`config.mk`:
```
export PLATFORM = sky130hd
export DESIGN_NAME = lct_order_mem
export DESIGN_NICKNAME = d
export VERILOG_FILES = /design/src/design/assert_macros.svh /design/src/design/lct_pkg.sv /design/src/design/lct_order_mem.sv
export SDC_FILE = /design/constraint.sdc
export NUM_CORES = 1
export LEC_CHECK = 0
export ABC_AREA = 0
export BUFFER_PORTS_ARGS = -buffer_cell sky130_fd_sc_hd__buf_2
export CORE_MARGIN = 2
export CORE_UTILIZATION = 50
export DETAILED_ROUTE_END_ITERATION = 7
export GPL_ROUTABILITY_DRIVEN = 0
export PLACE_DENSITY = 0.65
export SYNTH_ARGS = -nofsm -noshare
export SYNTH_HDL_FRONTEND = slang
export SYNTH_SLANG_ARGS = --single-unit
```
`constraint.sdc`:
```
create_clock -name clk -period 8.4 [get_ports clk]
set_clock_uncertainty 0.15 [all_clocks]
set_input_delay 0.42 -clock clk [delete_from_list [all_inputs] [get_ports clk]]
set_output_delay 0.42 -clock clk [all_outputs]
set_load 0.005 [all_outputs]
```
`src/design/assert_macros.svh`:
```
// Assertion macros shared by the chunk tag cache RTL.
// Each macro checks on the rising edge of clk and is quiet while rst is high.
`ifndef ASSERT_MACROS_SVH
`define ASSERT_MACROS_SVH

// Implication or plain property, sampled on clk, off during reset.
`define ASSERT_CLK(lbl, prop, msg) \
  lbl: assert property (@(posedge clk) disable iff (rst) (prop)) else $error(msg);

// Two conditions that must never be true in the same cycle.
`define ASSERT_NEVER_BOTH(lbl, a, b, msg) \
  lbl: assert property (@(posedge clk) disable iff (rst) !((a) && (b))) else $error(msg);

`endif

```
`src/design/lct_pkg.sv`:
```
// Package for the chunk tag cache: field widths, tag layout, FSM states,
// and the command structs passed between the controller and the memories.
`default_nettype none

package lct_pkg;

  localparam int LCT_ENTRIES  = 128;
  localparam int CHUNK_W      = 28;
  localparam int DIM_W        = 3;
  localparam int TAG_W        = CHUNK_W + DIM_W + CHUNK_W;
  localparam int SLOT_OUT_W   = 7;
  localparam int IN_TDATA_W   = ((TAG_W + 7) / 8) * 8;
  localparam int OUT_TDATA_W  = ((SLOT_OUT_W + 7) / 8) * 8;

  // Operation carried in the input tuser
  localparam logic FUNC_LOOKUP = 1'b0;
  localparam logic FUNC_PURGE  = 1'b1;

  typedef enum logic [1:0] {
    ST_IDLE,
    ST_SCAN,
    ST_DONE
  } lct_state_t;

  // Recency memory access strobes
  typedef struct packed {
    logic rd;
    logic wr;
  } lct_ord_cmd_t;

  // Tag memory access strobes
  typedef struct packed {
    logic rd;
    logic wr;
    logic purge;
  } lct_tag_cmd_t;

endpackage

`default_nettype wire

```
`src/design/lct_order_mem.sv`:
```
// Recency list memory: slot number held at each position, most recent first.
// Positions never written read back as their own index. Uses lct_pkg.
`default_nettype none

module lct_order_mem #(
  parameter int ENTRIES = lct_pkg::LCT_ENTRIES,
  parameter int SLOTW   = $clog2(ENTRIES)
) (
  input  wire                      clk,
  input  wire                      rst,
  input  wire lct_pkg::lct_ord_cmd_t cmd,
  input  wire [SLOTW-1:0]          raddr,
  input  wire [SLOTW-1:0]          waddr,
  input  wire [SLOTW-1:0]          wdata,
  output logic [SLOTW-1:0]         rslot
);

  logic [SLOTW-1:0] mem [ENTRIES];
  logic [ENTRIES-1:0] written;
  logic [SLOTW-1:0] data_q;
  logic [SLOTW-1:0] pos_q;
  logic             written_q;

  // Storage array, registered read
  always_ff @(posedge clk) begin
    if (cmd.wr) begin
      mem[waddr] <= wdata;
    end
    if (cmd.rd) begin
      data_q <= mem[raddr];
      pos_q  <= raddr;
    end
  end

  // Written flags stand in for the reset order
  always_ff @(posedge clk) begin
    if (rst) begin
      written   <= '0;
      written_q <= 1'b0;
    end else begin
      if (cmd.wr) begin
        written[waddr] <= 1'b1;
      end
      if (cmd.rd) begin
        written_q <= written[raddr];
      end
    end
  end

  assign rslot = written_q ? data_q : pos_q;

endmodule

`default_nettype wire

```
**Word level (Yosys, flattened, before mapping)**

Memory sizes are Yosys's and may differ from the RTL's. A register that Yosys moved wholly into a read port is not among the register bits.
Cells that the tools add are included.
Widths: inputs -> output; s select.

- Bits in registers: 136
- Bits in writable memories: 896
- Input bits: 25
- Output and inout port bits: 7
- Word-level logic and storage cells: 16
- Memories kept: 1

- $lt $le $gt $ge: 3
- Muxes and demuxes: 7
- Bitwise gates (word level): 1
- Reductions and logical operators: 1

Memories:

| memory | words | width | read ports | clocked after memory_dff | wr ports | line | source |
|---|---|---|---|---|---|---|---|
| mem | 128 | 7 | 1 | 1 | 1 | lct_order_mem.sv:18 | `logic [SLOTW-1:0] mem [ENTRIES];` |

Operator list:

| operator | count |
|---|---|
| $or 128x128->128 | 1 |
| $lt 7x8->1 const B | 2 |
| $bmux 1 s7 | 1 |
| $demux 1 s7 | 1 |
| $ge 7x1->1 const B | 1 |
| $mux 7 | 1 |
| $mux 1 | 4 |
| $logic_and 1x1->1 | 1 |

**Longest topological paths before layout**

Gate-level depths: netlist of the first run.

- Depth in word-level cells: 5
- Depth in mapped cells: 10
- Depth with buffers taken out: 6

**Worst setup path after synthesis of the first run**

OpenSTA, ideal clock, no wires.

- Path kind: in2reg
- Start: input port raddr[0]
- End: register data_q[0] (read register of mem) (data pin)
- Arrival: 2.798 ns
- Data required time: 7.990 ns
- Slack: 5.193 ns
- Stages: 6
- Buffers on the path: 2
- Cells stage by stage: buf_2 -> clkbuf_1 -> mux4_2 -> mux4_2 -> mux4_2 -> mux2_2

RTL lines:

| item | line | source |
|---|---|---|
| start: declaration | lct_order_mem.sv:12 | `input wire [SLOTW-1:0] raddr,` |
| end: declaration | lct_order_mem.sv:20 | `logic [SLOTW-1:0] data_q;` |

==> flow_summary_export.csv, run 1 <==
group,metric,value,unit
outcome,status,"finished, final reports clean",
yosys,async_flop_share,0,
sta,finalCritPeriodShare,0.434,
cells_and_area,nets,2038,
yosys,synth_top_cell_area_share,0.685,
yosys,ys_ff_latch,1039,
hold_path,hold_class,"in2reg",
yosys,synth_nets,1990,
setup_path,crit_arrival,3910,ps
die,die_w,286,um
yosys,ys_warn_count,0,
setup_path,crit_buf_inv,2,
yosys,yosysSeqAreaShare,0.750,
detailed_routing,drtIter0Drc,2185,
sta,fmax,274,MHz
cts,ctsRootBufferMaster,"clkbuf_16",
yosys,synth_edf_count,910,
sta,min_period,3650,ps
yosys,syn_area,39900,um2
global_route,grt_max_degree,109,
die,io_pins,32,
sta,grt_setup_unrepaired,"false",
global_route,grt_util_met2,0.366,
sta,worst_slew_pin_slew,1180,ps
setup_path,worst_path_max_delay_cell,"buf_4",
cts,cts_tree,"built",
cts,h-tree-depth,3,
sta,finalSetupViolCount,0,
pwr,ir_worst_vdd,180,uV
yosys,synth_flop_cell,"edfxtp_1",
global_route,overflow,0,
setup_path,r2r_cells,6,
yosys,syn_area_per_cell,20.3,um2
cts,clk_pin_slew,60,ps
pwr,powerDensity,242,nW/um2
cts,cts_buffers,101,
detailed_routing,ant_nets,0,
yosys,synth_common_cells,"edfxtp_1 (910), nor2_1 (391), mux4_2 (324)",
global_route,first_global_vias,19600,
setup_path,rrSetupSlack,5580,ps
cts,cts.path.max_buffers,3,
cells_and_area,area_growth,11.6,%
sta,timing.slew.headroom,0.213,
die,die_area,82000,um2
global_route,grt-busiest-layer,"met2",
detailed_routing,drc,0,
cts,post-cts-setup-buffers,0,
die,rows,103,
setup_path,critPathKind,"in2reg",
setup_path,reg2reg_from,"written[75]",
setup_path,worstPathMaxFanout,83,
setup_path,crit_family,"multiplexers",
job,drv_cap,0,
setup_path,required,8660,ps
die,die-height,286,um
yosys,synthCells,1965,
global_route,globalRouteMet1Util,0.338,
pwr,p_leak,13.9,nW
global_route,grt_usage,0.230,
setup_path,startpoint_type,"input pin",
detailed_routing,viasPerCell,6.14,
global_route,met3_usage,0.0322,
sta,finalMaxSlewViolations,0,
die,core_area,79000,um2
setup_path,cp_cell_sequence,"buf_8 -> buf_4 -> mux4_2 -> mux4_2 -> mux4_2 -> mux2_2",
cells_and_area,drive_gt1_frac,0.262,
yosys,synth.distinct_cells,39,
detailed_routing,drt-pass1-iter-count,5,
setup_path,crit_path_end_kind,"flop",
yosys,synthTopCellsByArea,"edfxtp_1 (69%), mux4_2 (18%), dfxtp_1 (6.5%)",
global_route,antenna_found_initial,3,
setup_path,reg2reg_to,"written_q",
sta,finalWorstSetupSlack,4750,ps
yosys,post-synth-top-area-cell,"edfxtp_1",
placement,pre_cts_slack,4130,ps
yosys,synth.most_common_cell,"edfxtp_1",
detailed_routing,routedWlPerCell,29.3,um
hold_path,min_path_cells,1,
detailed_routing,num_vias,19300,
hold_path,hold_end,"pos_q[4]",
setup_path,cp_common_cell,"mux4_2",
placement,dpl.hpwl,55400,um
placement,portBuffers,31,
cells_and_area,antenna_cells,0,
hold_path,worstHoldStart,"raddr[4]",
detailed_routing,wl,92200,um
cts,clock_sinks,1039,
setup_path,critical_path.max_stage_delay,950,ps
sta,hold_violations,0,
sta,tns,0,ps
die,initial_utilization,0.505,
cts,clkLatencyLatePin,660,ps
global_route,grt_pass1_wl,136000,um
report_power, final:
part / switching, W / leakage (nW) / internal [W]
Clock: 0.00190 / 1.65 / 0.00270
Sequential: 0.0000116 / 9.23 / 0.00564
Combinational: 0.000308 / 3.00 / 0.000196
sequential cells by signal, indices dropped and copies added (netlist names):
name / flops
written_q: 1
data_q: 7
written: 128
pos_q: 7
mem: 896
worst register-to-register path: stages, from the launching register on:
cell and delay (ps):
dfxtp_1 310, mux4_2 480, and2_0 220, a2111oi_0 690, nor4_1 110, a211oi_1 540
a2111oi_0 160
worst max path at each step:
stage,start,endpoint,slack (ps),depth (start not counted)
2_1_floorplan,raddr[0],data_q[0],5190,6
3_3_place_gp,raddr[1],data_q[1],4160,6
4_1_cts,raddr[1],data_q[1],4820,6
5_1_grt,raddr[1],data_q[1],4720,6
3_5_place_dp,raddr[1],data_q[1],4130,6
6_report,raddr[1],data_q[1],4750,6
stage by stage:
step | total power, W | utilization | instances | hold slack [ps] | instance area (um2)
after global routing | 0.0110 | 0.563 | 3151 | 25.1 | 44500
after detailed placement | 0.00627 | 0.520 | 2959 | 305 | 41100
after CTS | 0.0108 | 0.563 | 3151 | 12.5 | 44500
final | 0.0108 | 0.563 | 3151 | 50.1 | 44500
after floorplan | 0.00604 | - | 1965 | 285 | 39900
after global placement | 0.00625 | 0.520 | 2959 | 293 | 41100
cell families after synthesis:
kind of cell / after synthesis / share of synthesized area
AND/OR/NAND/NOR: 445 / 0.0443
AO/OA/AOI/OAI: 23 / 0.00439
flip-flops: 1039 / 0.750
multiplexers: 347 / 0.189
buffers and inverters: 111 / 0.0118
cell type report:
cell class / count / area, um2
fillers: 5829 / 34500
flip-flops and latches: 1039 / 29900
multi-input cells: 815 / 9490
clock buffers: 135 / 2820
well taps: 1050 / 1310
clock inverters: 56 / 578
repair buffers: 49 / 373
inverters: 7 / 28.8
placed cells by master (no fill, tap or decap), types with 3 or more instances in the layout:
cell / n
nor2_1: 391
edfxtp_1: 910
nand3_1: 15
clkbuf_1: 22
clkinv_1: 19
clkinv_2: 16
a21oi_1: 3
buf_2: 20
clkinvlp_4: 6
bufinv_16: 11
mux2_2: 18
nand3b_1: 3
dfxtp_1: 129
buf_4: 23
a2111oi_0: 5
nor2b_1: 6
nand2_1: 13
mux2i_1: 5
or2_2: 5
o21ai_0: 3
clkbuf_16: 105
inv_1: 4
mux4_2: 324
and2_1: 3
clkbuf_8: 8
buf_12: 3
layer usage:
metal  part of all wire  vias to the layer above
met2               0.49                      830
met4              0.020                        2
met3              0.071                      137
met1               0.42                    10300
li1                   -                     8018
met5            0.00012                        -
timing repair:
item	in CTS	in global routing
resized for setup	0	0
hold buffers	1	0
hold endpoints to repair	1	0
Power figures use the tool's default switching activity.
==> run 2: changes to the inputs <==
--- a/config.mk
+++ b/config.mk
@@ -11,7 +11,7 @@
 export CORE_UTILIZATION = 50
 export DETAILED_ROUTE_END_ITERATION = 7
 export GPL_ROUTABILITY_DRIVEN = 0
-export PLACE_DENSITY = 0.65
+export PLACE_DENSITY = 0.68
 export SYNTH_ARGS = -nofsm -noshare
 export SYNTH_HDL_FRONTEND = slang
 export SYNTH_SLANG_ARGS = --single-unit
==> constraint.sdc (replaced) <==
create_clock -name clk -period 3.1 [get_ports clk]
set_clock_uncertainty 0.15 [all_clocks]
set_input_delay 0.155 -clock clk [delete_from_list [all_inputs] [get_ports clk]]
set_output_delay 0.155 -clock clk [all_outputs]
set_load 0.005 [all_outputs]
==> run 2 against run 1 <==
First-iteration DRC count increased by 7.4%; die area stayed put; utilization up 2.1 points; non-clock buffer count grew 179; power rose to 2.7 times the previous value; combinational power grew to 3.0 times the previous value; worst setup slack lost 4700 ps; sequential power grew to 2.7 times the previous value; final area up 3.7%; flip-flop and latch count unchanged.
==> flow_summary_export.csv, run 2 (synthesis results as in run 1) <==
group,metric,value,unit
outcome,status,"finished, final reports clean",
sta,worst_slew_pin_slew,904,ps
sta,hold_violations,0,
placement,place_inst,3124,
global_route,met3_usage,0.0418,
sta,min_period,3050,ps
cts,cts_buffers,101,
cts,ctsRootBufferMaster,"clkbuf_16",
cells_and_area,top_regs,"mem x896, written x128",
job,drv_cap,0,
cts,clk_pin_slew,60,ps
setup_path,critical_path.max_stage_delay,570,ps
die,die_area,82000,um2
cts,cts_tree,"built",
cts,h-tree-depth,3,
cells_and_area,largest_register_ffs,896,
global_route,grt-busiest-layer,"met2",
setup_path,crit_family,"multiplexers",
cts,cts.path.max_buffers,3,
sta,finalSetupViolCount,0,
setup_path,critPathKind,"in2reg",
detailed_routing,drc,0,
detailed_routing,wl,94000,um
sta,tns,0,ps
pwr,powerDensity,625,nW/um2
detailed_routing,drtIter0Drc,2346,
cells_and_area,largest-register,"mem",
global_route,first_global_vias,20600,
sta,fmax,327,MHz
hold_path,hold_class,"in2reg",
pwr,power.total,0.0289,W
detailed_routing,viasPerCell,5.96,
cells_and_area,area_growth,15.8,%
global_route,grt_max_degree,79,
cts,clock_sinks,1039,
sta,grt_setup_unrepaired,"false",
pwr,p_leak,14.9,nW
setup_path,cp_common_cell,"mux4_2",
setup_path,crit_buf_inv,4,
setup_path,worst_path_max_delay_cell,"mux4_2",
setup_path,crit_arrival,3320,ps
detailed_routing,num_vias,19900,
cells_and_area,nets,2217,
detailed_routing,drt-pass1-iter-count,6,
die,die-height,286,um
cells_and_area,stdcell_count,3331,
die,die_w,286,um
setup_path,startpoint_type,"input pin",
global_route,grt_pass1_wl,139000,um
die,core_area,79000,um2
sta,timing.slew.headroom,0.397,
cells_and_area,final_core_util,0.584,
detailed_routing,routedWlPerCell,28.2,um
die,rows,103,
global_route,globalRouteMet1Util,0.321,
cts,post-cts-setup-buffers,0,
detailed_routing,ant_nets,0,
placement,dpl.hpwl,60900,um
setup_path,cp_cell_sequence,"dlygate4sd3_1 -> buf_8 -> buf_12 -> buf_12 -> mux4_2 -> mux4_2 -> mux4_2 -> mux2_2",
global_route,grt_util_met2,0.387,
pwr,ir_worst_vdd,413,uV
sta,whs,50.1,ps
die,io_pins,32,
cells_and_area,drive_gt1_frac,0.313,
cts,clkLatencyLatePin,680,ps
cells_and_area,final_cell_mix,"edfxtp_1 (910), nor2_1 (391), mux4_2 (324), buf_4 (157), dfxtp_1 (129)",
sta,finalCritPeriodShare,0.985,
global_route,grt_usage,0.234,
setup_path,required,3370,ps
setup_path,worstPathMaxFanout,15,
sta,finalMaxSlewViolations,0,
global_route,overflow,0,
global_route,antenna_found_initial,5,
die,initial_utilization,0.505,
cells_and_area,final_common_cell,"edfxtp_1",
placement,portBuffers,31,
setup_path,crit_path_end_kind,"flop",
==> run 2: cell types whose count changed in the layout (fill, tap and decap cells not counted), sizes merged, moves of 2 or more <==
cell         delta
dlygate4sd3    +14
clkinvlp        +2
bufinv          -3
diode           +2
buf           +165
clkinv          +2
==> run 2: area by class of cell <==
| class | count | area, um2 |
|---|---|---|
| Fill cell | 5574 | 32800 |
| Sequential cell | 1039 | 29900 |
| Multi-Input combinational cell | 815 | 9490 |
| Clock buffer | 134 | 2720 |
| Timing Repair Buffer | 228 | 2130 |
| Tap cell | 1050 | 1310 |
| Clock inverter | 56 | 567 |
| Inverter | 7 | 27.5 |
| Antenna cell | 2 | 5.00 |
==> run 2: what timing repair did <==
item                                   CTS  global route
hold buffers                            14             1
resized for setup                        0             1
endpoints found under the hold margin  388             6
setup endpoints to repair                0             2
==> run 2: worst paths after layout <==
kind | slack, ps | end | depth (start not counted) | start
max | 50 | data_q[2] | 8 | raddr[0]
min reg2reg | 320 | written[54] | 2 | written[54]
max reg2reg | 390 | data_q[2] | 4 | mem[10][2]
min | 50 | pos_q[3] | 2 | raddr[3]
==> run 2: metrics by stage <==
stage | worst slack (ps) | instance area, um2
6_report | 45.0 | 46200
5_1_grt | 16.1 | 46200
4_1_cts | 3.59 | 46100
3_5_place_dp | -106 | 42700
3_3_place_gp | -110 | 42700
2_1_floorplan | 158 | 39900
==> run 2: power by group <==
group,internal [W],switching [W]
clock network,0.00688,0.00519
logic,0.000635,0.000858
registers,0.0153,0.0000256
total,0.0228,0.00607
==> run 2: layer usage <==
| layer | vias to the layer above | wire (um) | part of all wire |
|---|---|---|---|
| met5 | - | 26 | 0.00028 |
| met4 | 4 | 2630 | 0.028 |
| met3 | 152 | 6950 | 0.074 |
| met2 | 813 | 47100 | 0.50 |
| met1 | 10500 | 37300 | 0.40 |
| li1 | 8373 | - | - |
==> run 3: changes to the inputs <==
--- a/config.mk
+++ b/config.mk
@@ -5,7 +5,7 @@
 export SDC_FILE = /design/constraint.sdc
 export NUM_CORES = 1
 export LEC_CHECK = 0
-export ABC_AREA = 0
+export ABC_AREA = 1
 export BUFFER_PORTS_ARGS = -buffer_cell sky130_fd_sc_hd__buf_2
 export CORE_MARGIN = 2
 export CORE_UTILIZATION = 50
==> run 3 against run 2 <==
Critical endpoint is now data_q[5]; sequential power about the same; clock power rose by 3%; via count grew 44%; utilization decreased by 1.3 points; critical path depth increased by 6; clock-buffer cell count is 19 higher; sequential share of layout area down 1.1 points.
==> flow_summary_export.csv, run 3 <==
group,metric,value,unit
outcome,status,"finished, final reports clean",
die,rows,105,
yosys,yosys.area_share.simple,0.157,
setup_path,worstPathMaxFanout,51,
sta,finalSetupViolCount,0,
sta,min_period,2550,ps
cells_and_area,largest_register_ffs,896,
detailed_routing,drtIter0Drc,3655,
yosys,synth_edf_count,910,
cells_and_area,nets,3739,
pwr,powerDensity,631,nW/um2
yosys,yosysSeqAreaShare,0.720,
yosys,synth.most_common_cell,"edfxtp_1",
yosys,synth_nets,3683,
sta,finalMaxSlewViolations,0,
cells_and_area,multi_input_area,10200,um2
global_route,first_global_vias,27000,
cells_and_area,drive_gt1_frac,0.0899,
cells_and_area,area_growth,13.1,%
yosys,synth.distinct_cells,21,
yosys,synth_flop_cell,"edfxtp_1",
cells_and_area,final_cell_mix,"edfxtp_1 (910), nor2_1 (860), nand2_1 (512), o21ai_0 (420), nand3_1 (262)",
yosys,synth-xor-area-share,0,
detailed_routing,drt-pass1-iter-count,6,
cts,post-cts-setup-buffers,0,
sta,worst_slew_pin_slew,1200,ps
yosys,ys_ff_latch,1039,
yosys,synth_common_cells,"edfxtp_1 (910), nor2_1 (860), nand2_1 (512)",
hold_path,hold_class,"in2reg",
cells_and_area,top_regs,"mem x896, written x128",
yosys,ys_warn_count,0,
pwr,p_leak,15.9,nW
setup_path,crit_path_start,"raddr[0]",
yosys,synth_compound_area_frac,0.0880,
sta,tns,0,ps
cts,clock_sinks,1039,
yosys,syn_area_per_cell,11.4,um2
yosys,synthTopCellsByArea,"edfxtp_1 (66%), nor2_1 (7.8%), dfxtp_1 (6.2%)",
die,initial_utilization,0.505,
detailed_routing,drc,0,
placement,dpl.hpwl,61900,um
setup_path,startpoint_type,"input pin",
yosys,post-synth-top-area-cell,"edfxtp_1",
die,die-height,292,um
yosys,async_flop_share,0,
die,io_pins,32,
sta,hold_violations,0,
setup_path,reg2reg_from,"mem[73][5]",
yosys,synth_fa_ha_area_frac,0,
die,die_w,292,um
detailed_routing,num_vias,28500,
yosys,syn_area,41600,um2
global_route,grt_pass1_wl,166000,um
global_route,overflow,0,
detailed_routing,ant_nets,0,
setup_path,reg2reg_to,"data_q[5]",
sta,grt_setup_unrepaired,"false",
yosys,synth.area.mux_share,0.00190,
global_route,grt_usage,0.254,
cells_and_area,largest-register,"mem",
sta,finalCritPeriodShare,0.823,
cells_and_area,fillers,6739,
global_route,grt_max_degree,129,
cts,h-tree-depth,3,
die,core_area,82200,um2
cells_and_area,seqCellArea,29900,um2
detailed_routing,wl,109000,um
sta,whs,44.1,ps
sta,fmax,392,MHz
die,die_area,85400,um2
cts,cts.path.max_buffers,3,
cts,clk_pin_slew,60,ps
setup_path,cp-endpoint,"data_q[5]",
yosys,synthCells,3658,
cts,cts_tree,"built",
cts,clkLatencyLatePin,680,ps
setup_path,crit_arrival,2940,ps
cells_and_area,final_common_cell,"edfxtp_1",
placement,portBuffers,31,
yosys,synth_top_family_by_area,"simple AND/OR/NAND/NOR gates",
sta,timing.slew.headroom,0.197,
setup_path,rrSetupSlack,1180,ps
cts,cts_buffers,104,
setup_path,required,3490,ps
cts,ctsRootBufferMaster,"clkbuf_16",
global_route,antenna_found_initial,4,
pwr,ir_worst_vdd,591,uV
yosys,synth_top_cell_area_share,0.658,
detailed_routing,routedWlPerCell,22.3,um
setup_path,critPathKind,"in2reg",
setup_path,crit_path_end_kind,"flop",
detailed_routing,viasPerCell,5.85,
setup_path,r2r_cells,10,
job,drv_cap,0,
## run 3: cell count changes after synthesis, sizes merged, moves of 224 or more
cell | previous run | this run
mux4 | 324 | 0
nand2 | 13 | 512
nor2 | 391 | 860
nand3 | 15 | 262
o21ai | 3 | 448
o22ai | 0 | 224
## run 3: how the worst min path moves through the flow
| stage | slack, ps | from | cells after the start | endpoint |
|---|---|---|---|---|
| floorplan | 100 | cmd[1] | 1 | written_q |
| global placement | 300 | written[119] | 2 | written[119] |
| detailed placement | 310 | written[1] | 2 | written[1] |
| CTS | 20 | raddr[2] | 2 | pos_q[2] |
| global route | 20 | raddr[2] | 2 | pos_q[2] |
| finish | 40 | raddr[2] | 2 | pos_q[2] |
## run 3: per-layer routing
layer | track usage | vias to the layer above | share of wire | wire (um)
met5 | 0 | - | 0 | 0
met4 | 0.0903 | 0 | 0.031 | 3370
met2 | 0.406 | 1346 | 0.47 | 51600
met3 | 0.0364 | 203 | 0.085 | 9300
met1 | 0.358 | 13900 | 0.41 | 44600
li1 | - | 13100 | - | -
## run 3: cell families (layout without fill, tap and decap cells)
logic type / after synthesis / after routing
compound gates: 674 / 674
other cells: 0 / 2
simple gates: 1643 / 1643
buf+inv: 295 / 443
mux: 7 / 7
flops: 1039 / 1039
## run 3: report_power, final
group	total [W]	internal, W	switching, W
Combinational	0.00184	0.000498	0.00134
Clock	0.0125	0.00725	0.00526
Sequential	0.0153	0.0153	0.0000223
Total	0.0296	0.0230	0.00662
## run 3: what timing repair did
item                      4_1_cts  5_1_grt
hold endpoints to repair      432        0
resized for setup               0        0
hold buffers                   14        0
## run 3: metrics by stage
step	worst slack [ps]	instances	area [um2]	utilization	total power, W
after floorplan	1270	3658	41600	-	0.0166
after global placement	526	4664	43400	0.528	0.0174
after detailed placement	479	4664	43400	0.528	0.0174
after CTS	688	4876	47000	0.571	0.0298
after global routing	477	4878	47000	0.571	0.0305
final	549	4878	47000	0.571	0.0296
## run 3: layout make-up
type	count	share of cell area
antenna	2	0.000106
clock buffer	153	0.0623
clock inverter	45	0.0103
inverter	51	0.00439
multi-input combinational	2324	0.218
sequential	1039	0.636
tap	1070	0.0285
timing repair buffer	194	0.0400
## run 3: critical path, stage by stage
cell and delay, ps:
dlygate4sd3_1 590, buf_8 190, inv_8 310, buf_4 430, o21ai_0 140, o22ai_1 160
nand2_1 70, nand3_1 200, nand2_1 140, nand2_1 80, nand3_1 170, nand2_1 150
nand2_1 60, nand2_1 70
